## config.mk

```make
export PLATFORM = sky130hd
export DESIGN_NAME = jet_cfg_regs
export DESIGN_NICKNAME = d
export VERILOG_FILES = /design/src/hw/rtl/jet_pkg.sv /design/src/hw/rtl/jet_cfg_regs.sv
export SDC_FILE = /design/constraint.sdc
export NUM_CORES = 1
export LEC_CHECK = 0
export ABC_AREA = 1
export ABC_CLOCK_PERIOD_IN_PS = 900
export BUFFER_PORTS_ARGS = -buffer_cell sky130_fd_sc_hd__buf_4
export CORE_ASPECT_RATIO = 0.9
export CORE_MARGIN = 5
export CORE_UTILIZATION = 51
export CTS_CLUSTER_DIAMETER = 120
export DETAILED_ROUTE_END_ITERATION = 6
export GPL_TIMING_DRIVEN = 0
export PLACE_DENSITY = 0.81
export REMOVE_ABC_BUFFERS = 1
export SYNTH_ARGS = -nofsm -noshare
export SYNTH_HDL_FRONTEND = slang
export SYNTH_SLANG_ARGS = --single-unit
```

## constraint.sdc

```tcl
create_clock -name clk -period 0.9 [get_ports clk]
set_input_delay 0.09 -clock clk [delete_from_list [all_inputs] [get_ports clk]]
set_output_delay 0.09 -clock clk [all_outputs]
set_load 0.03 [all_outputs]
```

## src/hw/rtl/jet_pkg.sv

```systemverilog
// ----------------------------------------------------------------------------
// jet_pkg
// Shared types, constants and helpers for the Julia escape-time pixel unit.
// ----------------------------------------------------------------------------
`default_nettype none

package jet_pkg;

    // Field and arithmetic widths
    localparam int PIX_W    = 10;
    localparam int SCALE_W  = 31;
    localparam int FX_W     = 32;              // Q8.24 word
    localparam int FRAC_W   = 24;
    localparam int CNT_W    = 10;
    localparam int PROD_W   = 2 * FX_W;        // full product
    localparam int FLOOR_W  = PROD_W - FRAC_W; // product after floor shift
    localparam int SUM_W    = 44;              // headroom for 3*a - b + c
    localparam int IDX_W    = 3;

    // 4.0 in Q8.24, escape radius squared
    localparam logic signed [SUM_W-1:0] ESCAPE_LIMIT = SUM_W'(4) <<< FRAC_W;

    // Register reset values
    localparam logic [SCALE_W-1:0]       PIXEL_SCALE_RST = SCALE_W'(109052);
    localparam logic signed [FX_W-1:0]   OFFSET_REAL_RST = 32'sd33554432;
    localparam logic signed [FX_W-1:0]   OFFSET_IMAG_RST = 32'sd33554432;
    localparam logic signed [FX_W-1:0]   C_REAL_RST      = -32'sd27962;
    localparam logic signed [FX_W-1:0]   C_IMAG_RST      = 32'sd27962;
    localparam logic [CNT_W-1:0]         MAX_ITER_RST    = CNT_W'(50);

    // Register map
    typedef enum logic [IDX_W-1:0] {
        REG_PIXEL_SCALE = 3'd0,
        REG_OFFSET_REAL = 3'd1,
        REG_OFFSET_IMAG = 3'd2,
        REG_C_REAL      = 3'd3,
        REG_C_IMAG      = 3'd4,
        REG_MAX_ITER    = 3'd5,
        REG_CUBIC_MODE  = 3'd6
    } reg_idx_t;

    // Register file contents
    typedef struct packed {
        logic [SCALE_W-1:0]     pixel_scale;
        logic signed [FX_W-1:0] offset_real;
        logic signed [FX_W-1:0] offset_imag;
        logic signed [FX_W-1:0] c_real;
        logic signed [FX_W-1:0] c_imag;
        logic [CNT_W-1:0]       max_iterations;
        logic                   cubic_mode;
    } cfg_t;

    // Controller to datapath
    typedef struct packed {
        logic load_pixel;   // capture pixel, clear count
        logic init_z;       // map pixel to start point
        logic mul_sq;       // form x*x, y*y, x*y
        logic save_s;       // saturate squares for the cubic pass
        logic mul_cu;       // form sx*x, sy*x, sx*y, sy*y
        logic upd_sq;       // quadratic z update
        logic upd_cu;       // cubic z update
        logic out_load;     // load result register
    } cmd_t;

    // Datapath to controller
    typedef struct packed {
        logic stop;         // escaped or limit reached
        logic cubic;
    } status_t;

    // Clamp a wide signed sum to the Q8.24 word
    function automatic logic signed [FX_W-1:0] sat32(input logic signed [SUM_W-1:0] v);
        logic all_one;
        logic all_zero;
        begin
            all_one  = &v[SUM_W-1:FX_W-1];
            all_zero = ~|v[SUM_W-1:FX_W-1];
            if (all_one || all_zero)
                sat32 = v[FX_W-1:0];
            else if (v[SUM_W-1])
                sat32 = {1'b1, {(FX_W-1){1'b0}}};
            else
                sat32 = {1'b0, {(FX_W-1){1'b1}}};
        end
    endfunction

endpackage

`default_nettype wire

```

## src/hw/rtl/jet_cfg_regs.sv

```systemverilog
// ----------------------------------------------------------------------------
// jet_cfg_regs
// Configuration register file, written through a valid/ready write channel.
// ----------------------------------------------------------------------------
`default_nettype none

module jet_cfg_regs
    import jet_pkg::*;
(
    input  wire logic             clk,
    input  wire logic             rst_n,
    input  wire logic             cfg_valid,
    output logic                  cfg_ready,
    input  wire logic [IDX_W-1:0] cfg_index,
    input  wire logic [FX_W-1:0]  cfg_data,
    output cfg_t                  cfg
);

    cfg_t cfg_reg;

    // Writes are always taken
    assign cfg_ready = 1'b1;
    assign cfg      = cfg_reg;

    // Register writes; bits beyond a register's width are dropped
    always_ff @(posedge clk or negedge rst_n)
    begin
        if (!rst_n)
        begin
            cfg_reg.pixel_scale    <= PIXEL_SCALE_RST;
            cfg_reg.offset_real    <= OFFSET_REAL_RST;
            cfg_reg.offset_imag    <= OFFSET_IMAG_RST;
            cfg_reg.c_real         <= C_REAL_RST;
            cfg_reg.c_imag         <= C_IMAG_RST;
            cfg_reg.max_iterations <= MAX_ITER_RST;
            cfg_reg.cubic_mode     <= 1'b0;
        end
        else if (cfg_valid)
        begin
            unique case (reg_idx_t'(cfg_index))
                REG_PIXEL_SCALE: cfg_reg.pixel_scale    <= cfg_data[SCALE_W-1:0];
                REG_OFFSET_REAL: cfg_reg.offset_real    <= cfg_data;
                REG_OFFSET_IMAG: cfg_reg.offset_imag    <= cfg_data;
                REG_C_REAL:      cfg_reg.c_real         <= cfg_data;
                REG_C_IMAG:      cfg_reg.c_imag         <= cfg_data;
                REG_MAX_ITER:    cfg_reg.max_iterations <= cfg_data[CNT_W-1:0];
                REG_CUBIC_MODE:  cfg_reg.cubic_mode     <= cfg_data[0];
                default:         ;
            endcase
        end
    end

endmodule

`default_nettype wire

```

==> results.py <==
metrics = {
    "status": {
        "violations": "negative hold slack, negative setup slack",
        "status": "complete, but fails checks",
    },
    "global_routing": {
        "grt_overflow": 0,
        "grt_antenna_before_repair": 0,
        "grt_use_total": 0.3412,
        "grt_pass1_vias": 7095,
        "grt_pass1_wl_um": 40240,
        "grt_max_degree": 96,
    },
    "power": {
        "p_switching_uw": 10320,
        "p_seq_frac": 0.373,
        "swShare": 0.3616,
        "p_leak_uw": 0.005877,
        "clkPwrFrac": 0.257,
        "ir_worst_vdd_v": 0.001865,
        "power_density_nw_per_um2": 2549,
        "power_frac_comb": 0.370,
        "internal-power_uw": 18220,
        "p_total_uw": 28540,
    },
    "timing": {
        "tightest_slew_ps": 744.2,
        "slew_violations": 0,
        "fin_crit_sh": 1.368,
        "hold_viol_final": 62,
        "layout_min_cycle_time_ps": 1231,
        "hold_ws_ps": -340.1,
        "tns_ps": -35750,
        "setup_slack_ps": -331.0,
        "slew-limit-headroom": 0.5039,
        "fmax_mhz": 812.3,
        "rsz0062_at_grt": "true",
        "final.setup_skew_ps": 0,
        "setup_violations": 183,
    },
    "logic_synthesis": {
        "yosysWarnings": 0,
        "synth_top_area_share": 0.4540,
        "synth_seq_cells": 170,
        "syn_area_um2": 6725,
        "synth_largest_area_cell": "dfrtp_1",
        "syn_inst": 749,
        "avgSynthCellArea_um2": 8.979,
        "synth_cell_type_count": 14,
        "ys_seq_area_frac": 0.6415,
        "synth_area_leaders": "dfrtp_1, nand2_1, dfstp_2, nand3_1, buf_2",
    },
    "worst_setup_path": {
        "worstSetupEndpointType": "output pin",
        "cpMaxStageDelayCell": "dfstp_2",
        "crit_type": "reg -> out",
        "cp_top_family": "flip-flops",
        "path_max_fanout": 2,
        "critical_path.cell_chain": "buf_6",
        "slowest_delay_ps": 560,
        "critPathRequiredTime_ps": 810,
        "path_buf_inv": 1,
        "worstSetupStartpointType": "flip-flop",
        "cp.arrival_ps": 1140,
    },
    "route": {
        "antenna_left": 0,
        "routed_wl_um": 30560,
        "drtIter0Drc": 1083,
        "drc": 0,
        "viasPerCell": 5.883,
        "dr.pass1.iters": 6,
        "wl_per_cell_um": 24.10,
        "vias": 7460,
    },
    "floorplanning": {
        "die_y_um": 118.9,
        "pin_count": 209,
        "start_util": 0.5240,
        "design.core.area_um2": 12830,
        "chipWidth_um": 131.0,
        "die_area_um2": 15590,
        "fp-row-count": 39,
    },
    "finish": {
        "largest_reg_flops": 170,
        "diodes": 0,
        "final_nets": 1129,
        "area_growth_pct": 66.49,
        "drive_above_1_share": 0.4013,
        "nFillCells": 569,
    },
    "place": {
        "hpwlAfterDp_um": 12450,
        "port_buffers": 207,
        "place.gp.congestion": 0.7751,
    },
    "clock_tree": {
        "cts.sinks": 170,
        "path_clk_slew_ps": 70,
        "cts_buffers": 17,
        "htree_levels": 4,
        "cts_tree": "yes",
        "cts_root_buffer": "clkbuf_16",
        "insertion_delay_ps": 420,
        "clk_path_buf_depth": 2,
        "cts_hold_buf": 32,
    },
    "worst_hold_path": {
        "hold_class": "in -> async",
    },
    "flow_run": {
        "max-cap-violations": 0,
    },
}
==> layer usage <==
metal | global-route usage | routed length, um
met4 | 0.1575 | 1736
met2 | 0.5501 | 14690
met5 | 0 | 0
met3 | 0.1195 | 3927
met1 | 0.4088 | 10200
==> area by class of cell <==
class / count / area, um2 / share of cell area
Clock inverter: 12 / 123.9 / 0.01106
Clock buffer: 20 / 456.7 / 0.04079
Timing Repair Buffer: 361 / 3669 / 0.3276
Multi-Input combinational cell: 535 / 2392 / 0.2137
Inverter: 6 / 36.28 / 0.003241
Sequential cell: 170 / 4314 / 0.3853
Tap cell: 164 / 205.2 / 0.01833
==> stage by stage <==
| stage | worst slack, ps | hold WS, ps | instances | util | area (um2) |
|---|---|---|---|---|---|
| finish | -331.0 | -340.1 | 1268 | 0.8725 | 11200 |
| global route | -341.6 | -277.9 | 1268 | 0.8725 | 11200 |
| CTS | -310.3 | -300.4 | 1199 | 0.8184 | 10500 |
| floorplan | -2747 | -205.6 | 704 | - | 6509 |
| detailed placement | -1794 | 156.2 | 1080 | 0.6561 | 8421 |
| global placement | -5796 | 323.1 | 1075 | 0.6442 | 8268 |
==> power by group through the flow <==
stage,clock (uW),combinational [uW],sequential (uW)
2_1_floorplan,0,1290,13200
5_1_grt,7660,11000,10800
4_1_cts,7240,9260,10500
3_5_place_dp,0,7610,10300
6_report,7340,10500,10700
3_3_place_gp,0,7400,10300
==> placed cells by master, fill, tap and decap left out, drive strengths merged <==
cell type,Yosys,routed
dfstp,48,48
nand2,393,396
dfrtp,122,122
dlygate4sd3,0,32
nand3,128,128
bufinv,0,3
nor2,6,10
conb,1,1
buf,34,327
clkbuf,11,22
clkinv,0,6
inv,6,5
clkinvlp,0,4
==> what timing repair did <==
| item | CTS | global route |
|---|---|---|
| pin swaps | 8 | 15 |
| cloned | 6 | 3 |
| endpoints found under the setup margin | 340 | 298 |
| hold endpoints to repair | 232 | 62 |
| gates resized for setup | 190 | 26 |
| buffers inserted | 49 | 71 |
==> cells in the mapped netlist (all sizes together) <==
cell type,number
nand2,393
nand3,128
dfrtp,122
dfstp,48
buf,34
clkbuf,11
inv,6
nor2,6
conb,1
==> worst paths after layout <==
| check | from | to | slack, ps | cells past startpoint |
|---|---|---|---|---|
| max | cfg[21] | cfg[21] | -330 | 1 |
| min | rst_n | cfg[134] | -340 | 1 |
| max reg2reg | cfg[74] | cfg[74] | -70 | 3 |
| min reg2reg | cfg[22] | cfg[22] | 470 | 2 |
| max in group asynchronous | rst_n | cfg[100] | 380 | 2 |
| min in group clk | cfg_valid | cfg[2] | 130 | 5 |
==> kinds of logic (layout without fill, tap and decap cells) <==
logic type | after synthesis | after routing | synth area share
flops | 170 | 170 | 0.6415
simple gates | 527 | 534 | 0.3224
other cells | 1 | 1 | 0.0005576
buf+inv | 51 | 399 | 0.03553
(Power assumes the default switching activity.)
