## src/hw/rtl/jet_pkg.sv

```systemverilog
// ----------------------------------------------------------------------------
// jet_pkg
// Shared types, constants and helpers for the Julia escape-time pixel unit.
// ----------------------------------------------------------------------------
`default_nettype none

package jet_pkg;

    // Field and arithmetic widths
    localparam int PIX_W    = 10;
    localparam int SCALE_W  = 31;
    localparam int FX_W     = 32;              // Q8.24 word
    localparam int FRAC_W   = 24;
    localparam int CNT_W    = 10;
    localparam int PROD_W   = 2 * FX_W;        // full product
    localparam int FLOOR_W  = PROD_W - FRAC_W; // product after floor shift
    localparam int SUM_W    = 44;              // headroom for 3*a - b + c
    localparam int IDX_W    = 3;

    // 4.0 in Q8.24, escape radius squared
    localparam logic signed [SUM_W-1:0] ESCAPE_LIMIT = SUM_W'(4) <<< FRAC_W;

    // Register reset values
    localparam logic [SCALE_W-1:0]       PIXEL_SCALE_RST = SCALE_W'(109052);
    localparam logic signed [FX_W-1:0]   OFFSET_REAL_RST = 32'sd33554432;
    localparam logic signed [FX_W-1:0]   OFFSET_IMAG_RST = 32'sd33554432;
    localparam logic signed [FX_W-1:0]   C_REAL_RST      = -32'sd27962;
    localparam logic signed [FX_W-1:0]   C_IMAG_RST      = 32'sd27962;
    localparam logic [CNT_W-1:0]         MAX_ITER_RST    = CNT_W'(50);

    // Register map
    typedef enum logic [IDX_W-1:0] {
        REG_PIXEL_SCALE = 3'd0,
        REG_OFFSET_REAL = 3'd1,
        REG_OFFSET_IMAG = 3'd2,
        REG_C_REAL      = 3'd3,
        REG_C_IMAG      = 3'd4,
        REG_MAX_ITER    = 3'd5,
        REG_CUBIC_MODE  = 3'd6
    } reg_idx_t;

    // Register file contents
    typedef struct packed {
        logic [SCALE_W-1:0]     pixel_scale;
        logic signed [FX_W-1:0] offset_real;
        logic signed [FX_W-1:0] offset_imag;
        logic signed [FX_W-1:0] c_real;
        logic signed [FX_W-1:0] c_imag;
        logic [CNT_W-1:0]       max_iterations;
        logic                   cubic_mode;
    } cfg_t;

    // Controller to datapath
    typedef struct packed {
        logic load_pixel;   // capture pixel, clear count
        logic init_z;       // map pixel to start point
        logic mul_sq;       // form x*x, y*y, x*y
        logic save_s;       // saturate squares for the cubic pass
        logic mul_cu;       // form sx*x, sy*x, sx*y, sy*y
        logic upd_sq;       // quadratic z update
        logic upd_cu;       // cubic z update
        logic out_load;     // load result register
    } cmd_t;

    // Datapath to controller
    typedef struct packed {
        logic stop;         // escaped or limit reached
        logic cubic;
    } status_t;

    // Clamp a wide signed sum to the Q8.24 word
    function automatic logic signed [FX_W-1:0] sat32(input logic signed [SUM_W-1:0] v);
        logic all_one;
        logic all_zero;
        begin
            all_one  = &v[SUM_W-1:FX_W-1];
            all_zero = ~|v[SUM_W-1:FX_W-1];
            if (all_one || all_zero)
                sat32 = v[FX_W-1:0];
            else if (v[SUM_W-1])
                sat32 = {1'b1, {(FX_W-1){1'b0}}};
            else
                sat32 = {1'b0, {(FX_W-1){1'b1}}};
        end
    endfunction

endpackage

`default_nettype wire

```

## src/hw/rtl/jet_ctrl.sv

```systemverilog
// ----------------------------------------------------------------------------
// jet_ctrl
// Sequencer for the escape-time loop: accepts a pixel, walks the multiply and
// update steps until escape or limit, then hands the result to the output.
// ----------------------------------------------------------------------------
`default_nettype none

module jet_ctrl
    import jet_pkg::*;
(
    input  wire logic    clk,
    input  wire logic    rst_n,
    input  wire logic    in_valid,
    output logic         in_ready,
    output logic         out_valid,
    input  wire logic    out_ready,
    input  wire status_t status,
    output cmd_t         cmd
);

    typedef enum logic [2:0] {
        ST_IDLE,
        ST_INIT,
        ST_MUL_SQ,
        ST_CHECK,
        ST_MUL_CU,
        ST_UPD_CU,
        ST_DONE
    } state_t;

    state_t state_reg;
    state_t state_next;
    logic   out_valid_reg;
    logic   out_valid_next;
    logic   out_free;

    assign in_ready  = (state_reg == ST_IDLE);
    assign out_valid = out_valid_reg;
    assign out_free  = !out_valid_reg || out_ready;

    // Commands and next state
    always_comb
    begin
        cmd            = '0;
        state_next     = state_reg;
        out_valid_next = out_valid_reg && !out_ready;
        unique case (state_reg)
            ST_IDLE:
            begin
                if (in_valid)
                begin
                    cmd.load_pixel = 1'b1;
                    state_next     = ST_INIT;
                end
            end
            ST_INIT:
            begin
                cmd.init_z = 1'b1;
                state_next = ST_MUL_SQ;
            end
            ST_MUL_SQ:
            begin
                cmd.mul_sq = 1'b1;
                state_next = ST_CHECK;
            end
            ST_CHECK:
            begin
                if (status.stop)
                    state_next = ST_DONE;
                else if (status.cubic)
                begin
                    cmd.save_s = 1'b1;
                    state_next = ST_MUL_CU;
                end
                else
                begin
                    cmd.upd_sq = 1'b1;
                    state_next = ST_MUL_SQ;
                end
            end
            ST_MUL_CU:
            begin
                cmd.mul_cu = 1'b1;
                state_next = ST_UPD_CU;
            end
            ST_UPD_CU:
            begin
                cmd.upd_cu = 1'b1;
                state_next = ST_MUL_SQ;
            end
            ST_DONE:
            begin
                if (out_free)
                begin
                    cmd.out_load   = 1'b1;
                    out_valid_next = 1'b1;
                    state_next     = ST_IDLE;
                end
            end
            default:
                state_next = ST_IDLE;
        endcase
    end

    // State and output valid
    always_ff @(posedge clk or negedge rst_n)
    begin
        if (!rst_n)
        begin
            state_reg     <= ST_IDLE;
            out_valid_reg <= 1'b0;
        end
        else
        begin
            state_reg     <= state_next;
            out_valid_reg <= out_valid_next;
        end
    end

endmodule

`default_nettype wire

```

## config.mk

```make
export PLATFORM = sky130hd
export DESIGN_NAME = jet_ctrl
export DESIGN_NICKNAME = d
export VERILOG_FILES = /design/src/hw/rtl/jet_pkg.sv /design/src/hw/rtl/jet_ctrl.sv
export SDC_FILE = /design/constraint.sdc
export NUM_CORES = 1
export LEC_CHECK = 0
export BUFFER_PORTS_ARGS = -buffer_cell sky130_fd_sc_hd__clkbuf_2
export CELL_PAD_IN_SITES_DETAIL_PLACEMENT = 2
export CELL_PAD_IN_SITES_GLOBAL_PLACEMENT = 2
export CORE_MARGIN = 5
export CORE_UTILIZATION = 19
export CTS_BUF_LIST = sky130_fd_sc_hd__clkbuf_8
export DETAILED_ROUTE_END_ITERATION = 12
export PLACE_DENSITY_LB_ADDON = 0.08
export SLEW_MARGIN = 20
export SYNTH_ARGS = -nofsm -noshare
export SYNTH_HDL_FRONTEND = slang
export SYNTH_SLANG_ARGS = --single-unit
```

## constraint.sdc

```tcl
create_clock -name clk -period 0.93 [get_ports clk]
set_input_delay 0.186 -clock clk [delete_from_list [all_inputs] [get_ports clk]]
set_output_delay 0.186 -clock clk [all_outputs]
set_load 0.03 [all_outputs]
```

==> impl_metrics.toml, run 1 <==
[sta]
fin_crit_sh_pct = 157
rsz0062_at_grt = "true"
finalMaxSlewViolations = 0
tightest_slew_ns = 0.278
final_hold_viol_count = 0
worst_slack_ns = -0.533
setup_viol = 14
period_minus_slack_ns = 1.46
fmax_mhz = 684
skew_ns = 0.00174
final.setup.tns_ns = -5.16
relSlewSlack_pct = 81.4

[synth]
synth_area_leaders = "dfrtp_1, nand2b_1, a21o_1, nor3b_1, nor2b_1"
yosys_warnings = 0
avgSynthCellArea_um2 = 8.47
synth_cell_type_count = 17
syn_area_um2 = 254
yosysSeqAreaShare_pct = 39.4
synth_top_area_share_pct = 39.4
yosysTopAreaCell = "dfrtp_1"
ys_seq_elements = 4
syn_nets = 36
syn_inst = 30

[layout]
drive_above_1_share_pct = 78.5
layout.nets = 72
area_growth_pct = 189
antenna_cells = 0
largest_register_ffs = 3

[die]
initial_core_util_pct = 19.8
ios = 16
fp.dieW_um = 46.6
die_area_mm2 = 0.00217
die_h_um = 46.6
rows = 13
core_area_mm2 = 0.00128

[grt]
grt_first_pass_wirelength_um = 2080
grt_pass1_vias = 434
grt_max_degree = 7
grtUsageTotal_pct = 14.6
overflow = 0
antenna_found_initial = 0

[setup_path]
crit_required_ns = 0.74
setup.worst_path.start = "state_reg[1]$_DFFE_PN0P_"
end_kind = "output pin"
cp.arrival_ns = 1.28
critPathKind = "register to output pin"
start_kind = "register"
reg2reg_from = "state_reg[2]$_DFFE_PN0P_"
worstPathMaxFanout = 4

[clocking]
htree_levels = 1
clkTransAtPathRegs_ns = 0.04
cts_sinks = 4
clk_latency_ns = 0.22
cts.path.max_buffers = 2
cts-root-buf = "clkbuf_8"
tritoncts = "yes"
cts_inserted_buffers = 3

[detailed_routing]
vias_per_cell = 4.55
route.detailed.drc = 0
drt_first_iter_violations = 5
wl_um = 1470
num_vias = 364
drt_first_pass_iters = 4
wire_per_inst_um = 18.4
ant_nets = 0

[power]
vdd_drop_max_uv = 2030
cellPowerDensity_mw_per_mm2 = 3730
pwr-share-comb_pct = 72.4
p_int_mw = 1.59
p_switching_mw = 1.14
leakagePower_nw = 0.339
swShare_pct = 41.7
pwr-share-clk_pct = 14.1
seqPwrFrac_pct = 13.5

[placed_design]
post-place-ws_ns = -0.377
port_buffers = 15
place.gp.congestion = 0.707
place.detailed.hpwl_um = 815

[job]
cap_viol_max_count = 0

[status]
violations = "setup timing"
status = "finished with violations"

[worst_hold_path]
min_path_type = "input pin to async pin"
path summary, 6_finish.rpt:
kind	endpoint	slack (ns)	depth (start not counted)
worst max-delay path	cmd[7]	-0.53	4
max in group asynchronous	state_reg[0]$_DFFE_PN0P_	0.46	2
min in group clk	state_reg[2]$_DFFE_PN0P_	0.34	3
worst min-delay path	state_reg[2]$_DFFE_PN0P_	0.31	2
worst min register to register	state_reg[1]$_DFFE_PN0P_	0.68	2
worst max register to register	state_reg[2]$_DFFE_PN0P_	-0.26	5
worst max-delay path, stage by stage (launching register included):
cell	delay, ns
dfrtp_1	0.42
buf_6	0.16
nor3_4	0.19
and2_4	0.17
buf_8	0.11
synth_stat cells:
library cell  instances
nand3b_1              1
nor2_1                3
nor3b_1               2
nor2b_1               2
o21ai_1               1
dfrtp_1               4
and2_1                1
inv_1                 1
nor3_2                1
and3_1                1
nand2b_1              3
a211oi_1              1
a21oi_1               1
o21ai_0               2
buf_2                 2
a21o_1                2
nor3_1                2
what timing repair did:
item / in CTS / in global routing
pin swaps: 4 / 6
setup endpoints to repair: 14 / 14
hold buffers: 1 / 0
endpoints found under the hold margin: 4 / 0
setup buffers: 6 / 3
resized for setup: 33 / 15
layout by cell type (no fill, tap or decap), types with 2 or more instances in the layout:
master    synthesis  final
nand2b_1          3      2
buf_4             0     11
buf_6             0      6
nor3_4            0      3
nor2_1            3      2
clkbuf_2          0      5
buf_8             0      7
a21o_1            2      2
dfrtp_1           4      2
dfrtp_2           0      2
clkbuf_8          0      5
cells by family (layout without fill, tap and decap cells):
group / after synthesis / in the layout / share of synthesized area, %
buffers and inverters: 3 / 38 / 5.42
AOI/OAI and AO/OA: 7 / 7 / 16.7
DFF: 4 / 4 / 39.4
and+or+nand+nor: 16 / 16 / 38.4
cell type report:
type,instances,area [um2]
Sequential cell,4,103
Multi-Input combinational cell,23,235
Tap cell,15,18.8
Clock buffer,3,41.3
Inverter,1,6.26
Timing Repair Buffer,33,325
Fill cell,130,552
Clock inverter,1,3.75
power groups by stage:
stage / logic, mW / registers, mW / clock network (mW)
4_1_cts: 1.70 / 0.360 / 0.378
3_5_place_dp: 1.10 / 0.350 / 0
2_1_floorplan: 0.677 / 0.349 / 0
3_3_place_gp: 1.07 / 0.346 / 0
6_report: 1.98 / 0.369 / 0.386
5_1_grt: 2.10 / 0.384 / 0.416
per-stage QoR:
step / hold WS (ns) / util (%) / total power, mW / area, um2 / std cells
6_report: 0.314 / 57.1 / 2.73 / 733 / 80
5_1_grt: 0.336 / 57.1 / 2.90 / 733 / 80
4_1_cts: 0.316 / 53.4 / 2.43 / 686 / 79
3_5_place_dp: 0.00164 / 35.2 / 1.45 / 453 / 68
3_3_place_gp: -0.00239 / 35.2 / 1.41 / 453 / 68
2_1_floorplan: -0.110 / - / 1.03 / 300 / 30
layer usage:
metal | up-vias | global-route usage [%] | wire (um)
met3 | 0 | 4.69 | 60
met2 | 15 | 28.0 | 799
met5 | - | 0 | 0
li1 | 176 | - | -
met1 | 173 | 15.7 | 611
met4 | 0 | 1.70 | 0
No activity file was read; power rests on OpenSTA's default activity.
==> run 2: changes to the inputs <==
--- a/config.mk
+++ b/config.mk
@@ -10,7 +10,8 @@
 export CELL_PAD_IN_SITES_GLOBAL_PLACEMENT = 2
 export CORE_MARGIN = 5
 export CORE_UTILIZATION = 19
-export CTS_BUF_LIST = sky130_fd_sc_hd__clkbuf_8
+export CTS_BUF_LIST = sky130_fd_sc_hd__clkbuf_4
+export CTS_CLUSTER_DIAMETER = 80
 export DETAILED_ROUTE_END_ITERATION = 12
 export PLACE_DENSITY_LB_ADDON = 0.08
 export SLEW_MARGIN = 20
==> impl_metrics.toml, run 2 (synthesized netlist as in run 1, its figures left out) <==
[status]
status = "finished with violations"
violations = "setup timing"

[power]
cellPowerDensity_mw_per_mm2 = 3680
vdd_drop_max_uv = 1940
leakagePower_nw = 0.324

[sta]
skew_ns = 0.00492
rsz0062_at_grt = "true"
finalMaxSlewViolations = 0
setup_viol = 14
tightest_slew_ns = 0.288
worst_slack_ns = -0.591
relSlewSlack_pct = 80.8
fmax_mhz = 657
fin_crit_sh_pct = 164
whs_ns = 0.273
final_hold_viol_count = 0
period_minus_slack_ns = 1.52

[layout]
final_cell_mix = "buf_4, clkbuf_2, buf_6"
fill_cells = 131
drive_above_1_share_pct = 84.4
fin_cells = 79
largest_register_ffs = 3
area_growth_pct = 175
final_common_cell = "buf_4"
layout.nets = 71
antenna_cells = 0

[clocking]
cts_inserted_buffers = 3
cts_sinks = 4
clk_latency_ns = 0.26
cts.path.max_buffers = 2
clkTransAtPathRegs_ns = 0.05
cts-root-buf = "clkbuf_4"
tritoncts = "yes"
htree_levels = 1

[grt]
grt_max_degree = 7
grt_pass1_vias = 453
antenna_found_initial = 0
grtUsageTotal_pct = 15.0
overflow = 0
grt_first_pass_wirelength_um = 2130

[setup_path]
crit_buf_inv = 1
setup.worst_path.start = "state_reg[2]$_DFFE_PN0P_"
reg2reg_from = "state_reg[1]$_DFFE_PN0P_"
crit_required_ns = 0.74
critPathKind = "register to output pin"
worstPathMaxFanout = 3
crit_chain = "nand3b_1 > nor3_4 > clkbuf_8"
start_kind = "register"
cp.arrival_ns = 1.33
end_kind = "output pin"
slowest_stage = "dfrtp_1"
max_stage_delay_ns = 0.41
crit_family = "simple AND/OR/NAND/NOR gates"

[detailed_routing]
wire_per_inst_um = 18.8
ant_nets = 0
wl_um = 1480
wl_met1_um = 542
route.detailed.drc = 0
vias_per_cell = 4.67
route.met3.wl_um = 73
drt_first_iter_violations = 1
drt_first_pass_iters = 2
wl_met2_um = 850
top_layer = "met4"
num_vias = 369

[worst_hold_path]
min_path_type = "input pin to async pin"

[placed_design]
place.gp.congestion = 0.707
place.detailed.hpwl_um = 815
place_inst = 68
port_buffers = 15

[job]
cap_viol_max_count = 0

[die]
initial_core_util_pct = 19.8
ios = 16
fp.dieW_um = 46.6
rows = 13
core_area_mm2 = 0.00128
die_area_mm2 = 0.00217
die_h_um = 46.6
## run 2: changes by cell type in the layout (fill, tap and decap cells not counted), moves of 2 or more
cell,before,now
clkbuf_4,1,4
o21ai_2,0,2
buf_8,7,4
buf_4,11,13
## run 2: cell type report
class	instances	area, um2	share of cell area (%)
Multi-Input combinational cell	23	240	34.3
Clock buffer	4	30.0	4.29
Timing Repair Buffer	32	304	43.5
Sequential cell	4	103	14.7
Inverter	1	3.75	0.537
Tap cell	15	18.8	2.68
## run 2: what timing repair did
item / 4_1_cts / 5_1_grt
hold endpoints to repair: 4 / 0
buffers inserted: 5 / 5
setup endpoints to repair: 14 / 14
hold buffers: 1 / 0
gates cloned: 0 / 0
gates resized for setup: 32 / 15
pin swaps: 4 / 4
## run 2: power breakdown
part | internal (mW) | leakage (nW) | total [mW] | switching (mW)
sequential | 0.260 | 0.0479 | 0.369 | 0.109
clock | 0.193 | 0.0184 | 0.303 | 0.110
combinational | 0.976 | 0.257 | 1.91 | 0.929
total | 1.43 | 0.324 | 2.58 | 1.15
## run 2: worst paths after layout
check	slack (ns)	endpoint	depth (start not counted)
setup reg to reg	-0.24	state_reg[1]$_DFFE_PN0P_	6
max in group asynchronous	0.50	state_reg[0]$_DFFE_PN0P_	2
setup / recovery	-0.59	cmd[2]	3
min in group clk	0.27	state_reg[2]$_DFFE_PN0P_	3
hold / removal	0.27	state_reg[2]$_DFFE_PN0P_	2
hold reg to reg	0.71	state_reg[1]$_DFFE_PN0P_	2
## run 2: metal layers
layer / GRT usage (%) / up-vias
met4: 6.82 / 0
met3: 4.69 / 3
met5: 0 / -
met1: 15.8 / 178
li1: - / 172
met2: 26.6 / 16
## run 2: worst reg2reg max path, stage by stage (launching register included)
cell      delay [ns]
dfrtp_1         0.42
buf_6           0.16
buf_6           0.12
nand2b_4        0.08
buf_6           0.10
a21oi_4         0.02
a21o_1          0.15
## run 2: stage by stage
step                power (mW)  instance area [um2]  setup TNS, ns  setup WS [ns]  utilization, %
CTS                       2.26                  657          -5.04         -0.558            51.1
detailed placement        1.45                  453          -3.15         -0.377            35.2
finish                    2.58                  699          -5.62         -0.591            54.4
global placement          1.41                  453          -2.76         -0.322            35.2
global route              2.71                  699          -6.32         -0.677            54.4
floorplan                 1.03                  300          -2.34         -0.352               -
==> run 3: changes to the inputs <==
--- a/config.mk
+++ b/config.mk
@@ -6,7 +6,7 @@
 export NUM_CORES = 1
 export LEC_CHECK = 0
 export BUFFER_PORTS_ARGS = -buffer_cell sky130_fd_sc_hd__clkbuf_2
-export CELL_PAD_IN_SITES_DETAIL_PLACEMENT = 2
+export CELL_PAD_IN_SITES_DETAIL_PLACEMENT = 1
 export CELL_PAD_IN_SITES_GLOBAL_PLACEMENT = 2
 export CORE_MARGIN = 5
 export CORE_UTILIZATION = 19
==> impl_metrics.toml, run 3 (synthesized netlist as in run 1, its figures left out) <==
[die]
initial_core_util_pct = 19.8
die_area_mm2 = 0.00217
rows = 13
ios = 16
fp.dieW_um = 46.6
die_h_um = 46.6
core_area_mm2 = 0.00128

[detailed_routing]
drt_first_pass_iters = 2
wl_um = 1020
ant_nets = 0
num_vias = 338
wire_per_inst_um = 13.4
vias_per_cell = 4.45
route.detailed.drc = 0
drt_first_iter_violations = 6

[setup_path]
reg2reg_from = "state_reg[1]$_DFFE_PN0P_"
crit_family = "buffers and inverters"
end_kind = "output pin"
crit_required_ns = 0.74
max_stage_delay_ns = 0.40
worstPathMaxFanout = 5
setup.worst_path.start = "state_reg[2]$_DFFE_PN0P_"
cp.arrival_ns = 1.30
critPathKind = "register to output pin"
crit_chain = "buf_4 > buf_6 > nor3b_2 > clkbuf_8"
crit_buf_inv = 3
start_kind = "register"
slowest_stage = "dfrtp_1"

[power]
pwr-share-comb_pct = 70.8
p_int_mw = 1.22
pwr-share-clk_pct = 12.4
finalPower_mw = 2.16
p_switching_mw = 0.934
vdd_drop_max_uv = 1420
swShare_pct = 43.3
seqPwrFrac_pct = 16.7
cellPowerDensity_mw_per_mm2 = 3400
leakagePower_nw = 0.295

[sta]
period_minus_slack_ns = 1.49
setup_viol = 14
worst_slack_ns = -0.556
finalMaxSlewViolations = 0
skew_ns = 0.00984
fmax_mhz = 673
rsz0062_at_grt = "true"
final_hold_viol_count = 0
fin_crit_sh_pct = 160
tightest_slew_ns = 0.272
relSlewSlack_pct = 81.8

[layout]
final_util_pct = 49.3
fill_cells = 152
area_growth_pct = 149
final_common_cell = "buf_4"
layout.nets = 68
largest_register_ffs = 3
antenna_cells = 0
seq_area_um2 = 103
multi_input_area_um2 = 203
drive_above_1_share_pct = 73.8
final_cell_mix = "buf_4, clkbuf_4, clkbuf_2, buf_8"

[grt]
overflow = 0
grt_first_pass_wirelength_um = 1570
grt_pass1_vias = 380
grtUsageTotal_pct = 10.2
antenna_found_initial = 0
grt_max_degree = 8

[clocking]
cts_inserted_buffers = 3
cts.path.max_buffers = 2
cts_sinks = 4
htree_levels = 1
cts-root-buf = "clkbuf_4"
clk_latency_ns = 0.24
tritoncts = "yes"
clkTransAtPathRegs_ns = 0.04

[placed_design]
place.detailed.hpwl_um = 709
place.gp.congestion = 0.707
port_buffers = 15
post-place-ws_ns = -0.341

[status]
status = "finished with violations"
violations = "setup timing"

[job]
cap_viol_max_count = 0

[worst_hold_path]
min_path_type = "input pin to async pin"
==> run 3: per-stage QoR <==
stage | setup TNS (ns) | instance area, um2 | hold WS, ns | std cells
global route | -5.62 | 633 | 0.291 | 76
floorplan | -2.34 | 300 | -0.110 | 30
detailed placement | -2.87 | 453 | 0.00101 | 68
finish | -4.84 | 633 | 0.277 | 76
CTS | -4.81 | 586 | 0.249 | 73
global placement | -2.76 | 453 | -0.00239 | 68
==> run 3: worst register-to-register path: stages, from the launching register on <==
cell      delay, ns
dfrtp_1        0.40
buf_6          0.15
nand2b_1       0.14
buf_4          0.13
a21oi_1        0.04
a21o_1         0.16
==> run 3: layout make-up <==
type | count | share of cell area [%]
timing repair buffer | 29 | 43.5
multi-input combinational | 23 | 32.0
sequential | 4 | 16.2
clock buffer | 4 | 4.74
tap | 15 | 2.96
inverter | 1 | 0.593
==> run 3: timing repair <==
item / in CTS / in global routing
gates resized for setup: 24 / 10
hold endpoints to repair: 4 / 0
hold buffers: 1 / 0
pin swaps: 1 / 5
setup buffers: 1 / 3
endpoints found under the setup margin: 14 / 14
==> run 3: worst paths after layout <==
path / to / slack (ns) / cells past startpoint
worst max-delay path: cmd[6] / -0.56 / 4
worst min-delay path: out_valid$_DFF_PN0_ / 0.28 / 2
worst max register to register: state_reg[1]$_DFFE_PN0P_ / -0.21 / 5
worst min register to register: state_reg[1]$_DFFE_PN0P_ / 0.61 / 1
max in group asynchronous: state_reg[0]$_DFFE_PN0P_ / 0.50 / 2
min in group clk: state_reg[2]$_DFFE_PN0P_ / 0.28 / 3
==> run 3: power by group through the flow <==
stage,combinational [mW],sequential [mW],clock [mW]
2_1_floorplan,0.677,0.349,0
3_3_place_gp,1.07,0.346,0
3_5_place_dp,1.08,0.344,0
4_1_cts,1.32,0.353,0.279
5_1_grt,1.62,0.376,0.295
6_report,1.53,0.361,0.268
==> run 3: layer usage <==
metal  track usage [%]  share of wire (%)  vias up
li1                  -                  -      164
met1              10.2                 36      165
met2              19.8                 60        9
met3              3.91                3.9        0
met4              1.70                  0        0
met5                 0                  0        -
